--- config.mk ---
export PLATFORM = sky130hd
export DESIGN_NAME = linear_model_sgd_update
export DESIGN_NICKNAME = d
export VERILOG_FILES = /design/src/rtl/lmsgd_pkg.sv /design/src/rtl/lmsgd_datapath.sv /design/src/rtl/lmsgd_ctrl.sv /design/src/rtl/linear_model_sgd_update.sv
export SDC_FILE = /design/constraint.sdc
export NUM_CORES = 2
export LEC_CHECK = 0
export ABC_AREA = 1
export BUFFER_PORTS_ARGS = -buffer_cell sky130_fd_sc_hd__buf_2
export CORE_MARGIN = 2
export CORE_UTILIZATION = 35
export CTS_CLUSTER_SIZE = 40
export DETAILED_ROUTE_END_ITERATION = 10
export SLEW_MARGIN = 20
export SYNTH_ARGS = -nofsm -noshare
export SYNTH_HDL_FRONTEND = slang
export SYNTH_SLANG_ARGS = --single-unit
export TNS_END_PERCENT = 20
--- constraint.sdc ---
create_clock -name clk -period 14.5 [get_ports clk]
set_input_delay 1.45 -clock clk [delete_from_list [all_inputs] [get_ports clk]]
set_output_delay 1.45 -clock clk [all_outputs]
set_load 0.02 [all_outputs]
--- src/rtl/lmsgd_pkg.sv ---
`timescale 1ns / 1ps
// ---------------------------------------------------------------------------
// lmsgd_pkg
// Shared item types, widths and datapath step codes for the linear model
// update block.
// ---------------------------------------------------------------------------
package lmsgd_pkg;

  localparam int FIELD_BITS = 16;
  localparam int WORD_BITS  = 32;
  localparam int PROD_BITS  = WORD_BITS + FIELD_BITS;

  localparam logic [WORD_BITS-1:0] WEIGHT_RESET = WORD_BITS'(1);

  typedef struct packed {
    logic [FIELD_BITS-1:0] feature_a;
    logic [FIELD_BITS-1:0] feature_b;
    logic [FIELD_BITS-1:0] label;
  } in_item_t;

  typedef struct packed {
    logic [WORD_BITS-1:0] hypothesis_value;
    logic [WORD_BITS-1:0] error_value;
    logic [WORD_BITS-1:0] new_weight_a;
    logic [WORD_BITS-1:0] new_weight_b;
    logic [WORD_BITS-1:0] new_bias;
  } out_item_t;

  typedef enum logic [2:0] {
    STEP_NONE,
    STEP_MUL_A,
    STEP_MUL_B,
    STEP_SUM,
    STEP_ERR,
    STEP_UPD_A,
    STEP_UPD_B,
    STEP_FIN
  } step_t;

  typedef struct packed {
    logic  load;
    step_t step;
    logic  publish;
  } dp_cmd_t;

endpackage

--- src/rtl/lmsgd_datapath.sv ---
`timescale 1ns / 1ps
// ---------------------------------------------------------------------------
// lmsgd_datapath
// Sample registers, model weights, one shared 32x16 multiplier with a
// product register, and the result register.
// ---------------------------------------------------------------------------
module lmsgd_datapath #(
  parameter int SAMPLE_BITS = 16
) (
  input  logic                clk,
  input  logic                rst,
  input  lmsgd_pkg::dp_cmd_t  cmd,
  input  lmsgd_pkg::in_item_t in_item,
  output lmsgd_pkg::out_item_t out_item
);

  localparam int KEEP_BITS = (SAMPLE_BITS < lmsgd_pkg::FIELD_BITS) ?
                             SAMPLE_BITS : lmsgd_pkg::FIELD_BITS;
  localparam logic [lmsgd_pkg::FIELD_BITS-1:0] SAMPLE_MASK =
    lmsgd_pkg::FIELD_BITS'((33'd1 << KEEP_BITS) - 33'd1);

  logic [lmsgd_pkg::FIELD_BITS-1:0] xa;
  logic [lmsgd_pkg::FIELD_BITS-1:0] xb;
  logic [lmsgd_pkg::FIELD_BITS-1:0] y;
  logic [lmsgd_pkg::WORD_BITS-1:0]  w0;
  logic [lmsgd_pkg::WORD_BITS-1:0]  w1;
  logic [lmsgd_pkg::WORD_BITS-1:0]  w2;
  logic [lmsgd_pkg::WORD_BITS-1:0]  prod;
  logic [lmsgd_pkg::WORD_BITS-1:0]  h;
  logic [lmsgd_pkg::WORD_BITS-1:0]  e;
  logic [lmsgd_pkg::WORD_BITS-1:0]  mul_a;
  logic [lmsgd_pkg::FIELD_BITS-1:0] mul_b;
  logic [lmsgd_pkg::WORD_BITS-1:0]  mul_full;
  logic [lmsgd_pkg::WORD_BITS-1:0]  w1_next;

  always_comb begin
    case (cmd.step)
      lmsgd_pkg::STEP_MUL_A: begin
        mul_a = w0;
        mul_b = xa;
      end
      lmsgd_pkg::STEP_MUL_B: begin
        mul_a = w1;
        mul_b = xb;
      end
      lmsgd_pkg::STEP_UPD_A: begin
        mul_a = e;
        mul_b = xa;
      end
      default: begin
        mul_a = e;
        mul_b = xb;
      end
    endcase
  end

  assign mul_full = mul_a * lmsgd_pkg::WORD_BITS'(mul_b);
  assign w1_next  = w1 - prod;

  always_ff @(posedge clk) begin
    if (cmd.load) begin
      xa <= in_item.feature_a & SAMPLE_MASK;
      xb <= in_item.feature_b & SAMPLE_MASK;
      y  <= in_item.label & SAMPLE_MASK;
    end
    case (cmd.step)
      lmsgd_pkg::STEP_MUL_A: prod <= mul_full;
      lmsgd_pkg::STEP_MUL_B: begin
        prod <= mul_full;
        h    <= prod + w2;
      end
      lmsgd_pkg::STEP_SUM:   h <= h + prod;
      lmsgd_pkg::STEP_ERR:   e <= h - lmsgd_pkg::WORD_BITS'(y);
      lmsgd_pkg::STEP_UPD_A: prod <= mul_full;
      lmsgd_pkg::STEP_UPD_B: prod <= mul_full;
      default: ;
    endcase
    if (cmd.publish) begin
      out_item.hypothesis_value <= h;
      out_item.error_value      <= e;
      out_item.new_weight_a     <= w0;
      out_item.new_weight_b     <= w1_next;
      out_item.new_bias         <= w2;
    end
  end

  // model weights
  always_ff @(posedge clk) begin
    if (rst) begin
      w0 <= lmsgd_pkg::WEIGHT_RESET;
      w1 <= lmsgd_pkg::WEIGHT_RESET;
      w2 <= lmsgd_pkg::WEIGHT_RESET;
    end else begin
      if (cmd.step == lmsgd_pkg::STEP_UPD_B) begin
        w0 <= w0 - prod;
        w2 <= w2 - e;
      end
      if (cmd.publish) begin
        w1 <= w1_next;
      end
    end
  end

endmodule

--- src/rtl/lmsgd_ctrl.sv ---
`timescale 1ns / 1ps
// ---------------------------------------------------------------------------
// lmsgd_ctrl
// Sequencer for the update steps and the handshakes of both channels.
// ---------------------------------------------------------------------------
module lmsgd_ctrl (
  input  logic               clk,
  input  logic               rst,
  input  logic               in_valid,
  output logic               in_ready,
  output logic               out_valid,
  input  logic               out_ready,
  output lmsgd_pkg::dp_cmd_t cmd
);

  typedef enum logic [2:0] {
    S_IDLE,
    S_MUL_A,
    S_MUL_B,
    S_SUM,
    S_ERR,
    S_UPD_A,
    S_UPD_B,
    S_DONE
  } state_t;

  state_t state;
  logic   out_free;

  assign in_ready = (state == S_IDLE);
  assign out_free = !out_valid || out_ready;

  always_comb begin
    cmd.load    = in_valid && in_ready;
    cmd.publish = (state == S_DONE) && out_free;
    case (state)
      S_MUL_A: cmd.step = lmsgd_pkg::STEP_MUL_A;
      S_MUL_B: cmd.step = lmsgd_pkg::STEP_MUL_B;
      S_SUM:   cmd.step = lmsgd_pkg::STEP_SUM;
      S_ERR:   cmd.step = lmsgd_pkg::STEP_ERR;
      S_UPD_A: cmd.step = lmsgd_pkg::STEP_UPD_A;
      S_UPD_B: cmd.step = lmsgd_pkg::STEP_UPD_B;
      S_DONE:  cmd.step = lmsgd_pkg::STEP_FIN;
      default: cmd.step = lmsgd_pkg::STEP_NONE;
    endcase
  end

  always_ff @(posedge clk) begin
    if (rst) begin
      state     <= S_IDLE;
      out_valid <= 1'b0;
    end else begin
      case (state)
        S_IDLE:  if (in_valid) state <= S_MUL_A;
        S_MUL_A: state <= S_MUL_B;
        S_MUL_B: state <= S_SUM;
        S_SUM:   state <= S_ERR;
        S_ERR:   state <= S_UPD_A;
        S_UPD_A: state <= S_UPD_B;
        S_UPD_B: state <= S_DONE;
        S_DONE:  if (out_free) state <= S_IDLE;
        default: state <= S_IDLE;
      endcase
      if (cmd.publish) begin
        out_valid <= 1'b1;
      end else if (out_ready) begin
        out_valid <= 1'b0;
      end
    end
  end

endmodule

--- src/rtl/linear_model_sgd_update.sv ---
`timescale 1ns / 1ps
// ---------------------------------------------------------------------------
// linear_model_sgd_update
// One stochastic gradient step of a two-feature linear model with bias.
// ---------------------------------------------------------------------------
// Usage:
//   in_item carries feature_a, feature_b and label; out_item carries the
//   hypothesis, the error and the updated weights and bias. Both channels
//   use valid/ready; an item moves when both are high at a clock edge.
//   Each accepted item yields exactly one result item.
//   One 32x16 multiplier is shared by the four products of a step, and the
//   error products depend on the finished hypothesis, so the sequencer
//   visits seven steps per item and takes no new item until it is idle again.
//   The result register holds one finished item, so the next input item is
//   taken while it waits. If the receiver stalls, the following item is
//   computed and then held in its last step until the register frees.
//   Reset (rst, synchronous) returns the sequencer to idle, drops any
//   pending result and sets both weights and the bias to one.
//   Inputs are reduced to their low SAMPLE_BITS bits before use.
// ---------------------------------------------------------------------------
module linear_model_sgd_update #(
  parameter int SAMPLE_BITS = 16
) (
  input  logic                 clk,
  input  logic                 rst,
  input  logic                 in_valid,
  output logic                 in_ready,
  input  lmsgd_pkg::in_item_t  in_item,
  output logic                 out_valid,
  input  logic                 out_ready,
  output lmsgd_pkg::out_item_t out_item
);

  lmsgd_pkg::dp_cmd_t cmd;

  lmsgd_ctrl u_ctrl (
    .clk       (clk),
    .rst       (rst),
    .in_valid  (in_valid),
    .in_ready  (in_ready),
    .out_valid (out_valid),
    .out_ready (out_ready),
    .cmd       (cmd)
  );

  lmsgd_datapath #(
    .SAMPLE_BITS (SAMPLE_BITS)
  ) u_datapath (
    .clk      (clk),
    .rst      (rst),
    .cmd      (cmd),
    .in_item  (in_item),
    .out_item (out_item)
  );

endmodule

Word level (Yosys, flattened, before mapping)
Cells that the tools add are included.
Widths: inputs -> output; s select.
{ "word_totals": {"wordCells": 57, "inputBits": 52, "output_inout_bits": 162, "ff_bits": 404} }
{ "classes": {"n_mux": 9, "eq_ne": 15, "addsub": 6, "n_reduce_logical": 10, "multipliers": 1} }
{ "op_table": {"columns": ["operator", "count"], "rows": [
  ["$pmux 32 s2", 2],
  ["$sub 32x32->32", 3],
  ["$add 32x32->32", 2],
  ["$mul 32x16->32", 1],
  ["$sub 32x16->32", 1],
  ["$pmux 3 s8", 1],
  ["$eq 3x3->1 const B", 7],
  ["$pmux 3 s7", 1],
  ["$mux 16", 1],
  ["$eq 3x2->1 const B", 4],
  ["$eq 3x1->1 const B", 2],
  ["$mux 3", 2],
  ["$reduce_bool 2->1", 2],
  ["$reduce_or 4->1", 1],
  ["$logic_not 3->1", 1],
  ["$logic_and 1x1->1", 2],
  ["$mux 1", 2],
  ["$ne 2x1->1 const B", 1],
  ["$ne 2x2->1 const B", 1],
  ["$reduce_and 2->1", 1],
  ["$reduce_or 2->1", 1],
  ["$logic_not 1->1", 1],
  ["$logic_or 1x1->1", 1]
]} }

Logic depth before layout (Yosys ltp)
{ "logic_depth": {"word_depth": 6, "ltp_mapped": 38, "depth_no_buf": 35} }

Hierarchy
Synthesis repeated with hierarchy kept, for this count alone.
{ "hier_totals": {"hier_cells": 3861, "hier_area_um2": 33339.5} }
{ "by_module_without_submodules": {"columns": ["mod", "seq_area_each_um2", "instances", "area_per_inst_um2", "cells_each"], "rows": [
  ["lmsgd_datapath", 11050.6, 1, 33124.3, 3828],
  ["lmsgd_ctrl", 80.1, 1, 215.2, 33]
]} }

Worst setup path after synthesis
OpenSTA, ideal clock, no wires.
{ "synth_path": {"kind": "in2reg", "start": "input out_ready", "end": "register u_datapath.w1[1] (netlist bit)", "path_stages": 5, "slack_ns": 7.631, "arrival_time_ns": 6.731, "path_buffers": 1, "required_time_ns": 14.362, "setup_ns": 0.138, "cell_sequence": "nor2_1 -> nor2_1 -> clkbuf_1 -> o21ai_0 -> a21oi_1"} }
{ "synth_rtl": {"columns": ["element", "line_no", "rtl"], "rows": [
  ["from (decl)", "linear_model_sgd_update.sv:30", "input logic out_ready,"],
  ["to (signal assigned)", "lmsgd_datapath.sv:91", "w1 <= lmsgd_pkg::WEIGHT_RESET;"],
  ["to (signal assigned)", "lmsgd_datapath.sv:99", "w1 <= w1_next;"],
  ["to (decl)", "lmsgd_datapath.sv:26", "logic [lmsgd_pkg::WORD_BITS-1:0] w1;"]
]} }

Worst setup path in the final report
{ "layout_path": {"start": "register u_ctrl.state[1]", "end": "register u_datapath.prod[25] (netlist bit) (data pin)"} }
{ "layout_via": {"elab_chain_len": 6, "word_cells_on_any_way": 15, "cone_classes": "mul (1); eq/ne (10); mux (3); reduce/logical (1)"} }
{ "layout_lines": {"columns": ["element", "line_no", "rtl"], "rows": [
  ["from (decl)", "lmsgd_ctrl.sv:27", "state_t state;"],
  ["from (signal assigned)", "lmsgd_ctrl.sv:50", "state <= S_IDLE;"],
  ["from (signal assigned)", "lmsgd_ctrl.sv:54", "S_IDLE: if (in_valid) state <= S_MUL_A;"],
  ["from (signal assigned)", "lmsgd_ctrl.sv:55", "S_MUL_A: state <= S_MUL_B;"],
  ["$eq 3x3->1, or another cell as far along", "lmsgd_ctrl.sv:36", "case (state)"],
  ["$pmux 3 s7 *", "lmsgd_ctrl.sv:36", null],
  ["$eq 3x1->1 or $eq 3x3->1 (tied branches)", "lmsgd_datapath.sv:37", "case (cmd.step)"],
  ["$reduce_or 2->1 (no line)", null, null],
  ["$mux 16", "lmsgd_datapath.sv:37", null],
  ["$mul 32x16->32 *", "lmsgd_datapath.sv:57", "assign mul_full = mul_a * lmsgd_pkg::WORD_BITS'(mul_b);"],
  ["via u_datapath.mul_full, one bit", "lmsgd_datapath.sv:33", "logic [lmsgd_pkg::WORD_BITS-1:0] mul_full;"],
  ["to (signal assigned)", "lmsgd_datapath.sv:67", "lmsgd_pkg::STEP_MUL_A: prod <= mul_full;"],
  ["to (signal assigned)", "lmsgd_datapath.sv:69", "prod <= mul_full;"],
  ["to (signal assigned)", "lmsgd_datapath.sv:74", "lmsgd_pkg::STEP_UPD_A: prod <= mul_full;"],
  ["to (decl)", "lmsgd_datapath.sv:28", "logic [lmsgd_pkg::WORD_BITS-1:0] prod;"]
]} }
Mark *: on every way through the listed nets, which the timed path passes. The rest lies on a longest branch.
A chain may end at the register's enable or synchronous reset.

==> impl.org <==
** Logic synthesis
- Async set-or-reset flop fraction in the synthesized netlist :: 0%
- Synth Register Bits :: between 400 and 500
- After synthesis, the largest area contributor takes up a little over a quarter of total cell area.
- Among all flip-flop cells after synthesis, the most frequent one is sky130_fd_sc_hd__edfxtp_1.
- Yosys mapped the design onto between 50 and 60 distinct sky130hd cell types.
- Dividing the synthesized area by the synthesized cell count gives roughly 8.4 sq um.
- Sequential element share of the synthesized area :: around 32%
- Synthesized cell area :: 34300 sq um
- Count of flip-flops with a built-in enable after synthesis :: approximately 300
- Yosys synthesis warning count :: 0
- Sorting the synthesized cells by area gives the leading types as sky130_fd_sc_hd__edfxtp_1, sky130_fd_sc_hd__fa_1, sky130_fd_sc_hd__nand2_1.
- Synthesized net count :: around 4700
- Post-synth top area cell :: sky130_fd_sc_hd__edfxtp_1
- Number of cells produced by synthesis :: between 4000 and 5000

** Critical path
- For the worst setup path, the data arrival time is ~9 ns.
- Most frequent CP cell :: sky130_fd_sc_hd__fa_1
- The worst setup path is launched from a flip-flop.
- In this design, the stage delay of the slowest critical-path cell is approximately 1.1 ns.
- Of all nets on the critical path, the largest fanout is 47.
- For this design, the slowest cell found on the critical path is sky130_fd_sc_hd__o21ai_0.
- Endpoint required time on the critical path :: between 10 and 15 ns
- Counting both buffers and inverters, the worst setup path holds a total of 6.
- The cell family contributing the most delay on the critical path is adder cells.
- WP depth :: 26
- The worst setup path is captured at a flip-flop.
- The worst register-to-register path has a depth of 26.
- Worst Setup Path Type :: flip-flop to flip-flop

** Min path
- Worst Hold Class :: flip-flop to flip-flop
- The worst hold path was traced through 0 stages.

** Timing
- The clock period could shrink to a little under 9 ns.
- The worst pin sits at a relative slew slack of 22.0%.
- Slew at the pin closest to its max-slew limit :: between 1 and 1.5 ns
- Clock Skews :: roughly 0.036 ns
- Timing would allow up to between 0.1 and 0.15 GHz.
- The count of pins over their slew limit is 0.
- Setup violations remaining at the end of the flow were counted as 0.
- Setup repair after global routing left no endpoint under its margin.
- Number of endpoints with negative hold slack in the final report :: 0
- Setup TNS :: 0 ns
- Of the available clock period, the critical path in the final layout requires between 60% and 70%.

** Clock network
- After clock tree synthesis, the clock-pin slew on the worst setup and hold paths is 0.06 ns.
- Root Buffer Master :: sky130_fd_sc_hd__clkbuf_16
- Post-CTS Resized :: 0
- Number of H-tree levels :: 2
- The clock passes through at most 3 buffers.
- TritonCTS created 47 clock buffers.
- Post-CTS Setup Bufs :: 0
- After clock tree synthesis, the flow added hold-fix buffers numbering 0.
- For the worst-skew pair, the clock arrives at the later sink with an insertion delay of around 0.65 ns.
- TritonCTS clock tree :: built
- Count of clock tree sinks :: roughly 400

** Route
- The first detailed-routing pass took 6 iterations.
- Number of nets with antenna violations after routing :: 0
- After the first detailed-routing iteration, the DRC count stood at approximately 2900.
- The routed design has between 100 and 150 mm of wire.
- Number of DRC violations after detailed routing :: 0
- The final route contains between 20000 and 30000 vias.
- Avg Vias per Cell :: 5.16
- Routed wire length per instance :: 21.8 um

** Place
- Final Wtd Congestion :: between 0.9 and 1
- Detail Placement HPWL :: ~100 mm
- Input and output buffers added on the ports amount to between 200 and 250.

** Floorplan
- For this configuration, the core starts out at a cell density of around 35%.
- Std-Cell Core Area :: between 90000 and 100000 sq um
- Row generation in the floorplan step produced approximately 110 rows.
- The die is around 320 um wide.
- Pin placement for this block handled about 210 I/O pins.
- The die is around 320 um tall.
- Die area :: a little over 100000 sq um

** Global route
- The initial antenna violation count is 5.
- Largest net degree at the start of global routing :: 78
- Global-route congestion overflow total :: 0
- Global routing used about a quarter of the available tracks across all layers.
- First-pass GRT wire length :: between 150 and 200 mm
- Vias in the first global route :: approximately 28000

** Final layout
- Ratio of cells with drive above 1 in the final layout :: 8.73%
- The number of antenna diodes in the final layout is 0.
- The area growth from synthesis to layout is 12.2%.
- Layout net count :: roughly 4900

** Outcome
- The run finished with clean final reports.

** Run
- The tool flagged a number of max-cap violations equal to 0.
## cell families (layout without fill, tap and decap cells)
| logic type | after synthesis | in the layout | synth area share, % |
|---|---|---|---|
| AO/OA/AOI/OAI | 638 | 638 | 10.4 |
| XOR/XNOR | 144 | 144 | 3.68 |
| adder cells (fa/ha/maj) | 519 | 519 | 25.7 |
| buffers and inverters | 886 | 1134 | 10.0 |
| flip-flops | 404 | 404 | 32.4 |
| AND/OR/NAND/NOR | 1492 | 1492 | 17.8 |
## worst paths after layout
check	slack, ns	from	end
max	5.77	u_ctrl.state[1]	u_datapath.prod[25]
min	0.46	u_datapath.e[28]	u_datapath.out_item[124]
max reg2reg	5.77	u_ctrl.state[1]	u_datapath.prod[25]
min reg2reg	0.46	u_datapath.e[28]	u_datapath.out_item[124]
## registers in the layout (all words and copies together) (netlist names)
| name | flops |
|---|---|
| u_datapath.y | 16 |
| u_datapath.w0 | 32 |
| u_datapath.w2 | 32 |
| u_datapath.e | 32 |
| u_datapath.prod | 32 |
| u_datapath.out_item | 160 |
| u_datapath.w1 | 32 |
| u_ctrl.out_valid | 1 |
| u_datapath.h | 32 |
| u_ctrl.state | 3 |
| u_datapath.xa | 16 |
| u_datapath.xb | 16 |
## synthesized netlist by cell type (59+ instances only)
master                       n
sky130_fd_sc_hd__edfxtp_1  304
sky130_fd_sc_hd__fa_1      309
sky130_fd_sc_hd__a21oi_1   294
sky130_fd_sc_hd__nand2_1   861
sky130_fd_sc_hd__nand3_1   148
sky130_fd_sc_hd__clkbuf_1   59
sky130_fd_sc_hd__dfxtp_1   100
sky130_fd_sc_hd__xor2_1    103
sky130_fd_sc_hd__o21ai_0   191
sky130_fd_sc_hd__nor2_1    375
sky130_fd_sc_hd__ha_1      210
sky130_fd_sc_hd__inv_1     774
## per-stage QoR
| step | hold slack (ns) | instance area (sq um) | utilization (%) | cells | worst slack, ns |
|---|---|---|---|---|---|
| global placement | 0.441 | 36900 | 38.0 | 5519 | 5.91 |
| detailed placement | 0.448 | 36900 | 38.0 | 5520 | 5.88 |
| CTS | 0.463 | 38500 | 39.7 | 5607 | 5.81 |
| floorplan | 0.426 | 34300 | - | 4083 | 7.63 |
| finish | 0.464 | 38500 | 39.7 | 5607 | 5.77 |
| global route | 0.488 | 38500 | 39.7 | 5607 | 5.35 |
## metal layers
layer / track usage, % / vias up / part of all wire, %
li1: - / 13449 / -
met1: 34.0 / 14079 / 44
met2: 38.4 / 1206 / 45
met3: 4.06 / 195 / 8.1
met4: 7.19 / 4 / 3.1
met5: 0 / - / 0.017
## layout by cell type (no fill, tap or decap), types with 5 or more instances in the layout
cell and instances:
sky130_fd_sc_hd__o21bai_1 14, sky130_fd_sc_hd__nand3_4 5, sky130_fd_sc_hd__a21boi_0 9, sky130_fd_sc_hd__nor3_1 28, sky130_fd_sc_hd__fa_1 309, sky130_fd_sc_hd__o221ai_1 6
sky130_fd_sc_hd__bufinv_16 6, sky130_fd_sc_hd__o21ai_2 14, sky130_fd_sc_hd__edfxtp_1 304, sky130_fd_sc_hd__o21ai_1 17, sky130_fd_sc_hd__nand2_1 860, sky130_fd_sc_hd__xnor2_1 41
sky130_fd_sc_hd__nand2_2 8, sky130_fd_sc_hd__nand4_1 36, sky130_fd_sc_hd__inv_2 11, sky130_fd_sc_hd__clkbuf_1 9, sky130_fd_sc_hd__o21a_1 10, sky130_fd_sc_hd__buf_4 33
sky130_fd_sc_hd__ha_1 209, sky130_fd_sc_hd__o21ai_0 188, sky130_fd_sc_hd__a211oi_1 6, sky130_fd_sc_hd__nor2_1 372, sky130_fd_sc_hd__o211ai_1 20, sky130_fd_sc_hd__xor2_1 103
sky130_fd_sc_hd__clkbuf_16 47, sky130_fd_sc_hd__inv_1 774, sky130_fd_sc_hd__a31oi_1 16, sky130_fd_sc_hd__dfxtp_1 100, sky130_fd_sc_hd__buf_2 213, sky130_fd_sc_hd__clkinv_1 21
sky130_fd_sc_hd__a21o_1 23, sky130_fd_sc_hd__nand3_1 148, sky130_fd_sc_hd__nor4_1 15, sky130_fd_sc_hd__a21oi_1 294
## layout make-up
class | count | area, sq um
Clock buffer | 59 | 1250
Clock inverter | 28 | 364
Fill cell | 9943 | 58500
Inverter | 800 | 3010
Multi-Input combinational cell | 2793 | 19800
Sequential cell | 404 | 11100
Tap cell | 1276 | 1600
Timing Repair Buffer | 247 | 1340
Power is left out: the tool's default activity adds up to more than one toggle a clock period on the data nets, which glitch-free logic cannot reach.
